## config.mk

```make
export PLATFORM = sky130hd
export DESIGN_NAME = bd3_scan
export DESIGN_NICKNAME = d
export VERILOG_FILES = /design/src/rtl/bd3_pkg.sv /design/src/rtl/bd3_scan.sv
export SDC_FILE = /design/constraint.sdc
export NUM_CORES = 1
export LEC_CHECK = 0
export BUFFER_PORTS_ARGS = -buffer_cell sky130_fd_sc_hd__buf_2
export CORE_ASPECT_RATIO = 0.8
export CORE_MARGIN = 5
export CORE_UTILIZATION = 50
export DETAILED_ROUTE_END_ITERATION = 12
export PLACE_DENSITY_LB_ADDON = 0.25
export RECOVER_POWER = 100
export SYNTH_ARGS = -nofsm -noshare
export SYNTH_HDL_FRONTEND = slang
export SYNTH_SLANG_ARGS = --single-unit
```

## constraint.sdc

```tcl
create_clock -name clock -period 6.2 [get_ports clock]
set_input_delay 1.24 -clock clock [delete_from_list [all_inputs] [get_ports clock]]
set_output_delay 1.24 -clock clock [all_outputs]
set_load 0.01 [all_outputs]
```

## src/rtl/bd3_pkg.sv

```systemverilog
// ----------------------------------------------------------------------------
// bd3_pkg: shared types and constants of the 3x3 binary dilation engine
// Field widths, operation and register codes, window tap offsets and the
// control/status bundles between the top level and the scan sequencer.
// ----------------------------------------------------------------------------
package bd3_pkg;

   // default storage geometry
   localparam int DEF_MAX_WIDTH  = 64;
   localparam int DEF_MAX_HEIGHT = 64;

   // field widths
   localparam int PIX_W      = 8;
   localparam int COORD_W    = 6;
   localparam int DIM_W      = 7;
   localparam int PASS_W     = 8;
   localparam int OP_W       = 2;
   localparam int CSR_IDX_W  = 2;
   localparam int CSR_DATA_W = 8;
   localparam int STEP_W     = 4;

   // request beat layout (tdata): x_pos, y_pos, pixel_in, zero fill
   localparam int REQ_DATA_W = 24;
   localparam int X_LSB      = 0;
   localparam int Y_LSB      = X_LSB + COORD_W;
   localparam int PIX_LSB    = Y_LSB + COORD_W;

   // operation codes
   localparam logic [OP_W-1:0] OP_WRITE = 2'd0;
   localparam logic [OP_W-1:0] OP_RUN   = 2'd1;
   localparam logic [OP_W-1:0] OP_READ  = 2'd2;

   // configuration register indexes
   localparam logic [CSR_IDX_W-1:0] CSR_GROW_WHITE   = 2'd0;
   localparam logic [CSR_IDX_W-1:0] CSR_PASS_COUNT   = 2'd1;
   localparam logic [CSR_IDX_W-1:0] CSR_FRAME_WIDTH  = 2'd2;
   localparam logic [CSR_IDX_W-1:0] CSR_FRAME_HEIGHT = 2'd3;

   // configuration reset values
   localparam logic [PASS_W-1:0] RST_PASS_COUNT = 8'd1;
   localparam logic [DIM_W-1:0]  RST_FRAME_DIM  = 7'd64;

   // pixel colors
   localparam logic [PIX_W-1:0] PIX_WHITE = 8'hFF;
   localparam logic [PIX_W-1:0] PIX_BLACK = 8'h00;

   // window walk: step 0 is the center, steps 1..8 the neighbors,
   // the final step evaluates and writes the pixel
   localparam logic [STEP_W-1:0] STEP_CENTER      = 4'd0;
   localparam logic [STEP_W-1:0] STEP_CENTER_DATA = 4'd1;
   localparam logic [STEP_W-1:0] STEP_LAST        = 4'd9;

   // tap offset codes
   localparam logic [1:0] OFS_ZERO  = 2'b00;
   localparam logic [1:0] OFS_PLUS  = 2'b01;
   localparam logic [1:0] OFS_MINUS = 2'b11;

   typedef struct packed {
      logic              grow_white;
      logic [PASS_W-1:0] pass_count;
      logic [DIM_W-1:0]  width;
      logic [DIM_W-1:0]  height;
   } run_cfg_type;

   typedef struct packed {
      logic        start;
      run_cfg_type cfg;
   } scan_ctrl_type;

   typedef struct packed {
      logic busy;
      logic done;
   } scan_stat_type;

   // column offset of a window step
   function automatic logic [1:0] win_dx(input logic [STEP_W-1:0] step);
      logic [1:0] ofs;
      ofs = OFS_ZERO;
      if (step inside {4'd1, 4'd4, 4'd6}) begin
         ofs = OFS_MINUS;
      end else if (step inside {4'd3, 4'd5, 4'd8}) begin
         ofs = OFS_PLUS;
      end
      return ofs;
   endfunction

   // row offset of a window step
   function automatic logic [1:0] win_dy(input logic [STEP_W-1:0] step);
      logic [1:0] ofs;
      ofs = OFS_ZERO;
      if (step inside {4'd1, 4'd2, 4'd3}) begin
         ofs = OFS_MINUS;
      end else if (step inside {4'd6, 4'd7, 4'd8}) begin
         ofs = OFS_PLUS;
      end
      return ofs;
   endfunction

endpackage

```

## src/rtl/bd3_scan.sv

```systemverilog
// ----------------------------------------------------------------------------
// bd3_scan: dilation pass sequencer
// Walks the frame pixel by pixel, fetching the 3x3 window one tap per cycle
// through the single source read port and one shared compare, writes each
// new pixel to the result memory, then copies the result back to the source.
// ----------------------------------------------------------------------------
module bd3_scan #(
   parameter int MAX_WIDTH  = bd3_pkg::DEF_MAX_WIDTH,
   parameter int MAX_HEIGHT = bd3_pkg::DEF_MAX_HEIGHT
) (
   input  logic                                   clock,
   input  logic                                   reset,
   input  bd3_pkg::scan_ctrl_type                 ctrl,
   output bd3_pkg::scan_stat_type                 stat,
   // source memory
   output logic [$clog2(MAX_WIDTH*MAX_HEIGHT)-1:0] src_rd_addr,
   input  logic [bd3_pkg::PIX_W-1:0]               src_rd_data,
   output logic                                   src_wr_en,
   output logic [$clog2(MAX_WIDTH*MAX_HEIGHT)-1:0] src_wr_addr,
   output logic [bd3_pkg::PIX_W-1:0]               src_wr_data,
   // result memory
   output logic                                   res_wr_en,
   output logic [$clog2(MAX_WIDTH*MAX_HEIGHT)-1:0] res_wr_addr,
   output logic [bd3_pkg::PIX_W-1:0]               res_wr_data,
   output logic [$clog2(MAX_WIDTH*MAX_HEIGHT)-1:0] res_rd_addr,
   input  logic [bd3_pkg::PIX_W-1:0]               res_rd_data
);

   import bd3_pkg::*;

   localparam int AW = $clog2(MAX_WIDTH * MAX_HEIGHT);
   localparam logic [AW-1:0] ROW_STEP = AW'(MAX_WIDTH);

   localparam logic [1:0] S_IDLE  = 2'd0;
   localparam logic [1:0] S_WIN   = 2'd1;
   localparam logic [1:0] S_COPY  = 2'd2;
   localparam logic [1:0] S_FLUSH = 2'd3;

   logic [1:0]        state_ff,   state_in;
   logic [PASS_W-1:0] pass_ff,    pass_in;
   logic [DIM_W-1:0]  row_ff,     row_in;
   logic [DIM_W-1:0]  col_ff,     col_in;
   logic [AW-1:0]     base_ff,    base_in;
   logic [STEP_W-1:0] step_ff,    step_in;
   logic [PIX_W-1:0]  center_ff,  center_in;
   logic              hit_ff,     hit_in;
   logic              prev_ok_ff, prev_ok_in;
   logic              cp_valid_ff, cp_valid_in;
   logic [AW-1:0]     cp_addr_ff, cp_addr_in;
   logic              done_ff,    done_in;

   logic [DIM_W-1:0]  width;
   logic [DIM_W-1:0]  height;
   logic [PIX_W-1:0]  grown;
   logic [PIX_W-1:0]  back;
   logic [1:0]        dx;
   logic [1:0]        dy;
   logic              x_ok;
   logic              y_ok;
   logic              issue_ok;
   logic              tap_hit;
   logic              last_col;
   logic              last_row;
   logic [AW-1:0]     px_addr;
   logic [AW-1:0]     nb_addr;

   assign width  = ctrl.cfg.width;
   assign height = ctrl.cfg.height;
   assign grown  = ctrl.cfg.grow_white ? PIX_WHITE : PIX_BLACK;
   assign back   = ctrl.cfg.grow_white ? PIX_BLACK : PIX_WHITE;

   // window tap address and in-frame check
   always_comb begin
      dx      = win_dx(step_ff);
      dy      = win_dy(step_ff);
      px_addr = base_ff + AW'(col_ff);
      nb_addr = px_addr;
      x_ok    = 1'b1;
      y_ok    = 1'b1;
      if (dx == OFS_MINUS) begin
         nb_addr = nb_addr - AW'(1);
         x_ok    = (col_ff != '0);
      end else if (dx == OFS_PLUS) begin
         nb_addr = nb_addr + AW'(1);
         x_ok    = (col_ff != width - DIM_W'(1));
      end
      if (dy == OFS_MINUS) begin
         nb_addr = nb_addr - ROW_STEP;
         y_ok    = (row_ff != '0);
      end else if (dy == OFS_PLUS) begin
         nb_addr = nb_addr + ROW_STEP;
         y_ok    = (row_ff != height - DIM_W'(1));
      end
      issue_ok = (step_ff < STEP_LAST) && x_ok && y_ok;
   end

   assign last_col = (col_ff == width - DIM_W'(1));
   assign last_row = (row_ff == height - DIM_W'(1));
   assign tap_hit  = prev_ok_ff && (src_rd_data == grown);

   // sequencer
   always_comb begin
      state_in    = state_ff;
      pass_in     = pass_ff;
      row_in      = row_ff;
      col_in      = col_ff;
      base_in     = base_ff;
      step_in     = step_ff;
      center_in   = center_ff;
      hit_in      = hit_ff;
      prev_ok_in  = prev_ok_ff;
      cp_valid_in = 1'b0;
      cp_addr_in  = px_addr;
      done_in     = 1'b0;
      res_wr_en   = 1'b0;
      res_wr_data = center_ff;

      case (state_ff)
         S_IDLE: begin
            if (ctrl.start) begin
               row_in     = '0;
               col_in     = '0;
               base_in    = '0;
               step_in    = STEP_CENTER;
               hit_in     = 1'b0;
               prev_ok_in = 1'b0;
               pass_in    = '0;
               if (ctrl.cfg.pass_count == '0 || width == '0 || height == '0) begin
                  done_in = 1'b1;
               end else begin
                  state_in = S_WIN;
               end
            end
         end

         S_WIN: begin
            // issue the next tap, check the one fetched last cycle
            prev_ok_in = issue_ok;
            hit_in     = hit_ff | tap_hit;
            step_in    = step_ff + STEP_W'(1);
            if (step_ff == STEP_CENTER_DATA) begin
               center_in = src_rd_data;
            end
            if (step_ff == STEP_LAST) begin
               res_wr_en = 1'b1;
               if (center_ff == back && (hit_ff || tap_hit)) begin
                  res_wr_data = grown;
               end
               step_in    = STEP_CENTER;
               hit_in     = 1'b0;
               prev_ok_in = 1'b0;
               if (last_col && last_row) begin
                  row_in   = '0;
                  col_in   = '0;
                  base_in  = '0;
                  state_in = S_COPY;
               end else if (last_col) begin
                  col_in  = '0;
                  row_in  = row_ff + DIM_W'(1);
                  base_in = base_ff + ROW_STEP;
               end else begin
                  col_in = col_ff + DIM_W'(1);
               end
            end
         end

         S_COPY: begin
            // read result here, write source in the next cycle
            cp_valid_in = 1'b1;
            if (last_col && last_row) begin
               row_in   = '0;
               col_in   = '0;
               base_in  = '0;
               state_in = S_FLUSH;
            end else if (last_col) begin
               col_in  = '0;
               row_in  = row_ff + DIM_W'(1);
               base_in = base_ff + ROW_STEP;
            end else begin
               col_in = col_ff + DIM_W'(1);
            end
         end

         S_FLUSH: begin
            if (pass_ff == ctrl.cfg.pass_count - PASS_W'(1)) begin
               pass_in  = '0;
               done_in  = 1'b1;
               state_in = S_IDLE;
            end else begin
               pass_in  = pass_ff + PASS_W'(1);
               step_in  = STEP_CENTER;
               state_in = S_WIN;
            end
         end

         default: begin
            state_in = S_IDLE;
         end
      endcase
   end

   // control registers
   always_ff @(posedge clock) begin
      if (reset) begin
         state_ff    <= S_IDLE;
         pass_ff     <= '0;
         row_ff      <= '0;
         col_ff      <= '0;
         base_ff     <= '0;
         step_ff     <= STEP_CENTER;
         hit_ff      <= 1'b0;
         prev_ok_ff  <= 1'b0;
         cp_valid_ff <= 1'b0;
         done_ff     <= 1'b0;
      end else begin
         state_ff    <= state_in;
         pass_ff     <= pass_in;
         row_ff      <= row_in;
         col_ff      <= col_in;
         base_ff     <= base_in;
         step_ff     <= step_in;
         hit_ff      <= hit_in;
         prev_ok_ff  <= prev_ok_in;
         cp_valid_ff <= cp_valid_in;
         done_ff     <= done_in;
      end
   end

   // payload registers
   always_ff @(posedge clock) begin
      center_ff  <= center_in;
      cp_addr_ff <= cp_addr_in;
   end

   // memory ports
   assign src_rd_addr = nb_addr;
   assign src_wr_en   = cp_valid_ff;
   assign src_wr_addr = cp_addr_ff;
   assign src_wr_data = res_rd_data;
   assign res_wr_addr = px_addr;
   assign res_rd_addr = px_addr;

   assign stat.busy = (state_ff != S_IDLE);
   assign stat.done = done_ff;

   // a run is started only while the sequencer is idle
   a_start_idle: assert property (@(posedge clock) disable iff (reset)
      ctrl.start |-> state_ff == S_IDLE)
      else $error("scan started while busy");

   // copy-back writes only trail a copy read
   a_copy_window: assert property (@(posedge clock) disable iff (reset)
      cp_valid_ff |-> (state_ff == S_COPY || state_ff == S_FLUSH))
      else $error("source written outside copy phase");

   // completion is a single-cycle pulse
   a_done_pulse: assert property (@(posedge clock) disable iff (reset)
      done_ff |=> !done_ff)
      else $error("done held longer than one cycle");

   // window walk stays inside the frame in use
   a_win_bounds: assert property (@(posedge clock) disable iff (reset)
      state_ff == S_WIN |-> (step_ff <= STEP_LAST && row_ff < height && col_ff < width))
      else $error("window walk out of bounds");

endmodule
```

# Word-level counts from Yosys, hierarchy flattened
# Index checks and enable logic that the tools add are counted.
dict set report word_totals {
  in_bits 42
  output_inout_bits 68
  ff_bits 64
  word_cells 142
}
dict set report classes {
  magnitude_cmp 1
  n_eq_ne 29
  n_mux 57
  add_sub_neg 13
  reduce_logical 29
  bitwise_logic 1
}
# cell count
set ops {}
lappend ops {{$mux 12} 8}
lappend ops {{$mux 8} 7}
lappend ops {{$mux 7} 7}
lappend ops {{$pmux 7 s3} 2}
lappend ops {{$pmux 12 s3} 1}
lappend ops {{$add 12x7->12 const B} 2}
lappend ops {{$eq 8x8->1} 3}
lappend ops {{$reduce_bool 3->1} 6}
lappend ops {{$eq 4x3->1 const B} 4}
lappend ops {{$mux 1} 16}
lappend ops {{$pmux 8 s2} 1}
lappend ops {{$add 7x1->7 const B} 2}
lappend ops {{$eq 7x7->1} 2}
lappend ops {{$logic_not 7->1} 2}
lappend ops {{$mux 2} 7}
lappend ops {{$ne 7x7->1} 2}
lappend ops {{$reduce_bool 7->1} 2}
lappend ops {{$sub 7x1->7 const B} 2}
lappend ops {{$add 12x1->12 const B} 1}
lappend ops {{$add 12x7->12} 1}
lappend ops {{$mux 4} 3}
lappend ops {{$ne 2x2->1 const B} 6}
lappend ops {{$pmux 4 s3} 1}
lappend ops {{$sub 12x1->12 const B} 1}
lappend ops {{21 further kinds} 41}

# Longest topological paths before layout
# Gate-level depths: netlist (run 1).
dict set report logic_depth {
  ltp_word 11
  ltp_mapped 13
  ltp_nobuf 13
}

# Least setup slack after synthesis (run 1)
# Ideal clock, no wire load.
dict set report synth_path {
  path_kind {in2out}
  start {in ctrl[22] (netlist bit)}
  end {out res_wr_data[0] (netlist bit)}
  n_path_buf 0
  path_stages 6
  t_required_ps 4960
  t_arrival_ps 2769
  path_slack_ps 2191
  path_cell_list {nor4_1 > nand2_1 > o21ai_0 > a21oi_1 > nor4_2 > mux2_2}
}
dict set report synth_via {
  elab_chain_len 8
  word_cells_on_any_way 10
  cone_classes {eq/ne: 2; mux: 5; reduce/logical: 3}
}
# item line_no
set synth_rtl {}
lappend synth_rtl {{start: declaration} bd3_scan.sv:13} ;# input bd3_pkg::scan_ctrl_type ctrl,
lappend synth_rtl {{$mux 8} bd3_scan.sv:69} ;# assign grown = ctrl.cfg.grow_white ? PIX_WHITE : PIX_BLACK;
lappend synth_rtl {{$eq 8x8->1} bd3_scan.sv:99} ;# assign tap_hit = prev_ok_ff && (src_rd_data == grown);
lappend synth_rtl {{$logic_and 1x1->1} bd3_scan.sv:99}
lappend synth_rtl {{$logic_or 1x1->1} bd3_scan.sv:146} ;# if (center_ff == back && (hit_ff || tap_hit)) begin
lappend synth_rtl {{$logic_and 1x1->1} bd3_scan.sv:146}
lappend synth_rtl {{$mux 8 (*)} bd3_scan.sv:146}
lappend synth_rtl {{$mux 8 (*)} bd3_scan.sv:144} ;# if (step_ff == STEP_LAST) begin
lappend synth_rtl {{$mux 8 (*)} bd3_scan.sv:118} ;# case (state_ff)
lappend synth_rtl {{end: declaration} bd3_scan.sv:24} ;# output logic [bd3_pkg::PIX_W-1:0] res_wr_data,
# Mark *: on every way between the ends. The rest lies on a longest branch, timed or not.

# Final worst setup path (run 1)
dict set report layout_path {
  start {reg step_ff[3]}
  end {out src_rd_addr[10]}
}
dict set report layout_via {
  elab_chain_len 10
  word_cells_on_any_way 26
  cone_classes {add/sub: 2; eq/ne: 12; mux: 8; reduce/logical: 4}
}
# item line_no
set layout_rtl {}
lappend layout_rtl {{start: declaration} bd3_scan.sv:44} ;# logic [STEP_W-1:0] step_ff, step_in;
lappend layout_rtl {{start signal: assignment} bd3_scan.sv:221} ;# step_ff <= step_in;
lappend layout_rtl {{$eq 4x2->1, or another cell as far along} {bd3_pkg.sv:81, bd3_pkg.sv:91}}
lappend layout_rtl {{$reduce_bool 3->1} bd3_pkg.sv:81} ;# end else if (step inside {4'd3, 4'd5, 4'd8}) begin
lappend layout_rtl {{$mux 1} bd3_pkg.sv:81}
lappend layout_rtl {{$mux 2} bd3_pkg.sv:79} ;# if (step inside {4'd1, 4'd4, 4'd6}) begin
lappend layout_rtl {{$eq 2x1->1} bd3_scan.sv:83} ;# end else if (dx == OFS_PLUS) begin
lappend layout_rtl {{$mux 12} bd3_scan.sv:83}
lappend layout_rtl {{$mux 12} bd3_scan.sv:80} ;# if (dx == OFS_MINUS) begin
lappend layout_rtl {{$add 12x7->12} bd3_scan.sv:91} ;# nb_addr = nb_addr + ROW_STEP;
lappend layout_rtl {{$mux 12} bd3_scan.sv:90} ;# end else if (dy == OFS_PLUS) begin
lappend layout_rtl {{$mux 12 (*)} bd3_scan.sv:87} ;# if (dy == OFS_MINUS) begin
lappend layout_rtl {{end: declaration} bd3_scan.sv:16} ;# output logic [$clog2(MAX_WIDTH*MAX_HEIGHT)-1:0] src_rd_addr,
# Marks and branches as above.

==> results of run 1 <==
==> power by group through the flow <==
stage	clock network [W]	logic [W]	registers (W)
final	0.000323	0.000491	0.000451
after global routing	0.000352	0.000549	0.000457
after CTS	0.000333	0.000506	0.000450
after detailed placement	0	0.000502	0.000459
after global placement	0	0.000486	0.000456
after floorplan	0	0.000384	0.000441
==> metrics by stage <==
step	cells	utilization
after floorplan	513	-
after global placement	673	0.564
after detailed placement	673	0.564
after CTS	689	0.586
after global routing	689	0.572
final	689	0.572
==> worst max path at each step <==
stage	to	slack, ns	depth (start not counted)
after global routing	src_rd_addr[11]	1.00	10
after CTS	src_rd_addr[11]	1.59	10
after detailed placement	res_wr_data[0]	1.76	8
after global placement	res_wr_data[2]	1.80	8
final	src_rd_addr[10]	1.31	12
after floorplan	res_wr_data[0]	2.19	6
==> Yosys cell counts (2+ instances only) <==
cell type  count  area, um2
mux2_2         5       56.3
a41oi_1        2       17.5
nor4bb_1       2       20.0
or3b_1         2       17.5
mux2i_1        5       50.1
a21oi_1       17       85.1
buf_2          5       25.0
buf_4         22        165
nor4_1        10       62.6
nor2b_1        6       37.5
a22oi_1        3       22.5
a21o_1         3       22.5
clkbuf_1      14       52.6
and3_1         3       18.8
o32ai_1        2       17.5
ha_1          20        250
nand4b_1       3       26.3
nand2_1       48        180
xor2_1        25        219
o211ai_1       3       22.5
nand3_1       16       80.1
and2_1         2       12.5
nor4b_1        5       43.8
edfxtp_1       8        240
inv_1         29        109
nand2b_1       9       56.3
nor3_1        12       60.1
o21ai_1        4       20.0
nand4_1       14       87.6
or3_1          5       31.3
a41o_1         3       30.0
o31ai_1        2       15.0
o21ai_0       26        130
dfxtp_1       50       1000
a31oi_1        5       31.3
nor2_1        46        173
a211oi_1       3       22.5
o22ai_1        2       12.5
nor3b_1        4       30.0
xnor2_1       44        385
or4_1          2       15.0
==> sequential cells by signal (all words and copies together) (netlist names) <==
name,cells
row_ff,7
state_ff,2
base_ff,6
pass_ff,8
src_wr_en,1
center_ff,8
step_ff,4
done_ff,1
prev_ok_ff,1
col_ff,7
hit_ff,1
src_wr_addr,12
==> logic make-up after synthesis <==
| group | count (synthesis) |
|---|---|
| flip-flops | 58 |
| other | 1 |
| multiplexers | 10 |
| buffers and inverters | 72 |
| AND/OR/NAND/NOR | 197 |
| XOR/XNOR | 70 |
| AO/OA/AOI/OAI | 85 |
| adder cells (fa/ha/maj) | 20 |
==> layout by cell type, fill, tap and decap left out, drive strengths merged, types with 13 or more instances in the layout <==
| master | n |
|---|---|
| xor2 | 25 |
| buf | 22 |
| nand4 | 14 |
| o21ai | 30 |
| xnor2 | 45 |
| a21oi | 17 |
| nor3 | 13 |
| clkbuf | 83 |
| dfxtp | 50 |
| ha | 20 |
| nand3 | 16 |
| nor2 | 46 |
| nand2 | 48 |
| inv | 29 |
==> area by class of cell <==
type                       instances  area [um2]
multi-input combinational        383        2540
fill                             783        3430
inverter                          30         114
clock inverter                     5        45.0
tap                              108         135
clock buffer                      11         131
sequential                        58        1240
timing repair buffer              94         380
==> worst max-delay path, cell delays in order (launching register included) <==
cell	delay [ns]
dfxtp_1	0.50
or3b_1	0.48
o22ai_1	0.68
nand3_1	0.22
o32ai_1	0.20
xnor2_1	0.24
inv_1	0.14
ha_1	0.21
nand2b_1	0.09
nor3_1	0.05
a41oi_1	0.21
xnor2_1	0.14
clkbuf_1	0.16
==> metal layers <==
layer,vias up,wire (um)
li1,1892,-
met1,1731,4760
met2,110,4640
met3,16,613
met4,0,173
met5,-,0
==> summary.txt, run 1 <==
Synthesis
  • Syn Area/Cell: 8.13 um2
  • Sequential share of the synthesized area: 0.298
  • Asr flop ratio synth: 0
  • Mux cell area share after synthesis: 0.0255
  • Post-Synth Adder-Cell Area: 0.0600
  • Post-Syn Instances: 513
  • Xor/xnor share of the synthesized area: 0.149
  • Synth Flop Type: dfxtp_1
  • Compound-gate portion of the synthesized area: 0.131
  • Post-synth EDFFs: 8
  • Synth unique cells: 63
  • Yosys Warn Count: 0
  • Synthesized area: 0.00417 mm2
  • Largest family of logic cells by synthesized area: simple AND/OR/NAND/NOR gates
  • Syn nets: 575
  • #FFs+latches synth: 58
  • Simple-gate share of the synthesized area: 0.247

Routing
  • DR vias: 3749
  • Total Wirelength: 10200 um
  • Residual DRC: 0
  • Iter 0 DRT Violations: 172
  • Vias per cell: 5.44
  • Post-route ant nets: 0
  • Pre-antenna DRT Iters: 4
  • Wire length per cell: 14.8 um

Power
  • Switch share: 0.385
  • Tot Pwr: 0.00126 W
  • Seq pwr share: 0.357
  • Internal power: 0.000778 W
  • Pleak: 1.75 nW
  • Combinational fraction of design power: 0.388
  • Clock network power share: 0.255
  • Switch Pwr: 0.000487 W
  • PwrDens: 276 mW/mm2
  • VDD IR-drop max: 126 uV

Run
  • Max-cap viol count: 0

Die
  • Cell Rows: 29
  • Core area: 0.00802 mm2
  • Die Width: 112 um
  • Die area: 0.0103 mm2
  • Die Y: 91.7 um
  • Initial Util: 0.520
  • I/O Pins: 110

Timing
  • Period minus WS final: 4.89 ns
  • Setup TNS: 0 ns
  • Final setup margin: 1.31 ns
  • RSZ-0062 raised after global routing: no
  • Fin Clk Skew: 0.00997 ns
  • Hold Vio Cnt, Final: 0
  • Slew margin rel.: 0.192
  • Final hold slack: 0.451 ns
  • Final setup viols: 0
  • Max Freq: 0.204 GHz
  • Pins Over Slew Limit: 0
  • Final worst-path cycle share: 0.789
  • Slew of the pin with the lowest slew margin: 1.20 ns

Global routing
  • Most Crowded Layer GR: met2
  • Total grt overflow: 0
  • Largest net degree at the start of global routing: 18
  • Vias in the first global route: 3497
  • GR Util All Layers: 0.197
  • Met2 GRT Util: 0.314
  • Antenna violations before repair: 0
  • Global-route wire length before repair: 16900 um
  • Met1 Usage GRT: 0.263
  • Met3 Resource Use GR: 0.0520

Layout
  • Share of cells above drive strength 1: 0.0740
  • Final instance area: 0.00458 mm2
  • Synth-to-layout area growth: 9.93%
  • Diodes inserted: 0
  • Total Nets Final: 638

CTS
  • CTS tree: built
  • Clk slew on worst S/H paths: 0.06 ns
  • Root Buffer: clkbuf_8
  • Worst skew pair latency: 0.34 ns
  • CTS resizes: 0
  • CTS Buf Count: 9
  • Clk sinks: 58
  • Post-CTS setup buffer count: 0
  • H-Tree Depth: 3
  • CTS Buffer Depth: 2
  • Hold_buf cts: 0

Hold path
  • Worst Hold End: prev_ok_ff
  • Hold path start: prev_ok_ff
  • Hold path cells: 2
  • HP Class: reg2reg

Setup path
  • Worst r2r src: step_ff[3]
  • Worst EP arrival: 3.65 ns
  • Worst reg2reg setup slack: 3.01 ns
  • CP Capture Type: output port
  • Reg-to-reg endpoint: base_ff[10]
  • Crit-path max FO: 11
  • R2R cell count: 9
  • Crit start category: flop
  • Setup CP Type: reg2out
  • Critical path required time: 4.96 ns
  • Worst Setup SP: step_ff[3]

Placed design
  • Area after DPL: 0.00452 mm2
  • PortBufs: 93
  • Place WS: 1.76 ns
  • Routability cong.: 0.854
  • Dpl hpwl: 7760 um

Status
  • Status: completed
Power figures use the tool's default switching activity.
==> inputs of run 2 (changes only) <==
clock period = 4.86 ns   (was 6.2 ns; I/O delays follow)
==> summary.txt, run 2 (synthesis results as in run 1) <==
Layout
  • Reg area: 0.00124 mm2 (unchanged)
  • Most frequent standard cell in the layout excluding fill and tap cells: clkbuf_1
  • Diodes inserted: 0 (unchanged)
  • Total Nets Final: 638 (unchanged)
  • Non-Filler Instances: 689 (unchanged)
  • Multi-input gate area: 0.00254 mm2 (about the same)
  • Max FFs per register: 12 (unchanged)
  • Synth-to-layout area growth: 10.8%
  • Most frequent cells in the layout: 72 x clkbuf_1, 50 x dfxtp_1, 48 x nand2_1
  • Share of cells above drive strength 1: 0.0826 (+0.00861)
  • Fill count: 771 (-1.5%)

Global routing
  • Total grt overflow: 0 (unchanged)
  • Global-route wire length before repair: 16600 um (-1.6%)
  • Largest net degree at the start of global routing: 18 (unchanged)
  • Antenna violations before repair: 0 (unchanged)
  • Vias in the first global route: 3469 (-0.80%)
  • GR Util All Layers: 0.193 (-0.00352)

Routing
  • DR vias: 3766 (+0.45%)
  • Pre-antenna DRT Iters: 5 (+1)
  • Vias per cell: 5.47 (+0.45%)
  • Residual DRC: 0 (unchanged)
  • Total Wirelength: 9870 um (-3.0%)
  • Iter 0 DRT Violations: 212 (+23%)
  • Post-route ant nets: 0 (unchanged)
  • Wire length per cell: 14.3 um (-3.0%)

Power
  • Clock network power share: 0.281 (+0.026)
  • PwrDens: 359 mW/mm2 (+30%)
  • Internal power: 0.00104 W (+34%)
  • Switch Pwr: 0.000617 W (+27%)
  • Switch share: 0.372 (-0.0127)
  • Combinational fraction of design power: 0.373 (-0.015)
  • Seq pwr share: 0.347 (-0.010)
  • Pleak: 1.77 nW (+1.6%)
  • VDD IR-drop max: 167 uV (+33%)

Timing
  • Final worst-path cycle share: 0.907
  • Slew of the pin with the lowest slew margin: 1.26 ns (+0.0542 ns)
  • Period minus WS final: 4.41 ns
  • RSZ-0062 raised after global routing: no
  • Max Freq: 0.227 GHz
  • Fin Clk Skew: 0.00559 ns (-0.00438 ns)
  • Final hold slack: 0.474 ns (+0.0233 ns)
  • Hold Vio Cnt, Final: 0 (unchanged)
  • Slew margin rel.: 0.155 (-0.0365)
  • Setup TNS: 0 ns (unchanged)
  • Pins Over Slew Limit: 0 (unchanged)
  • Final setup viols: 0 (unchanged)

CTS
  • Hold_buf cts: 0 (unchanged)
  • Clk slew on worst S/H paths: 0.07 ns (about the same)
  • H-Tree Depth: 3 (unchanged)
  • Post-CTS setup buffer count: 0 (unchanged)
  • CTS resizes: 0 (unchanged)
  • CTS Buffer Depth: 2 (unchanged)
  • Clk sinks: 58 (unchanged)
  • Root Buffer: clkbuf_8
  • CTS Buf Count: 9 (unchanged)
  • Worst skew pair latency: 0.34 ns (about the same)
  • CTS tree: built

Setup path
  • CP bufs+invs: 1 (-1)
  • Setup CP Type: reg2out
  • Worst path cell trace: or3b_1 > o22ai_2 > nand3_1 > nor4b_1 > nand2b_1 > xnor2_1 > nor3_1 > a41oi_1 > xnor2_1 > clkbuf_1
  • CP Capture Type: output port
  • Critical path required time: 3.89 ns (-1.07 ns)
  • Worst EP arrival: 3.43 ns (-0.22 ns)
  • Top Family by Delay on Critical Path: simple AND/OR/NAND/NOR gates
  • Slowest CP cell: nor4b_1
  • Largest stage delay, worst path: 0.50 ns (-0.18 ns)
  • Crit start category: flop
  • Crit-path max FO: 11 (unchanged)
  • Most frequent CP cell: xnor2_1

Die
  • Die area: 0.0103 mm2 (unchanged)
  • Cell Rows: 29 (unchanged)
  • Die Width: 112 um (unchanged)
  • Core area: 0.00802 mm2 (unchanged)
  • I/O Pins: 110 (unchanged)
  • Initial Util: 0.520 (unchanged)
  • Die Y: 91.7 um (unchanged)

Run
  • Max-cap viol count: 0 (unchanged)

Hold path
  • HP Class: reg2reg

Placed design
  • Routability cong.: 0.900 (+5.4%)
  • Placed insts: 673 (unchanged)
  • Dpl hpwl: 7520 um (-3.0%)
  • PortBufs: 93 (unchanged)

Status
  • Status: completed
==> run 2: changes by cell type in the layout (fill, tap and decap cells not counted), moves of 2 or more <==
cell	change
buf_2	+2
clkbuf_8	+3
clkinv_1	-4
clkbuf_1	-2
==> run 2: final cells by class <==
cell class                      instances  share of cell area
Multi-Input combinational cell        383               0.550
Clock buffer                           14              0.0374
Timing Repair Buffer                   94              0.0829
Tap cell                              108              0.0293
Sequential cell                        58               0.269
Inverter                               30              0.0246
Clock inverter                          2             0.00758
==> run 2: path summary, 6_finish.rpt <==
kind | start | end | slack [ns] | depth (start not counted)
worst max-delay path | step_ff[3] | src_rd_addr[10] | 0.45 | 10
worst min-delay path | prev_ok_ff | prev_ok_ff | 0.47 | 2
worst max register to register | step_ff[3] | base_ff[10] | 1.67 | 9
worst min register to register | prev_ok_ff | prev_ok_ff | 0.47 | 2
==> run 2: worst register-to-register path, delay by kind of cell, from the launching register on <==
family	cells	cell delay, ns
buffers and inverters	1	0.30
DFF	1	0.48
and+or+nand+nor	6	1.87
AOI/OAI and AO/OA	2	0.45
==> run 2: power by group through the flow <==
stage	combinational (W)	sequential, W	clock, W
finish	0.000618	0.000575	0.000465
global route	0.000697	0.000581	0.000501
CTS	0.000641	0.000573	0.000476
detailed placement	0.000637	0.000582	0
global placement	0.000630	0.000581	0
floorplan	0.000490	0.000563	0
==> run 2: metal layers <==
layer  global-route usage  part of all wire  vias up
met3               0.0553             0.074       13
met5                    0                 0        -
met2                0.299              0.44      136
met1                0.263              0.48     1723
met4               0.0551             0.011        0
li1                     -                 -     1894
==> run 2: stage by stage <==
step	utilization	area (um2)	power (W)	setup slack (ns)
6_report	0.576	4620	0.00166	0.454
5_1_grt	0.576	4620	0.00178	0.177
3_5_place_dp	0.564	4520	0.00122	0.901
4_1_cts	0.590	4730	0.00169	0.515
2_1_floorplan	-	4170	0.00105	1.39
3_3_place_gp	0.564	4520	0.00121	0.972
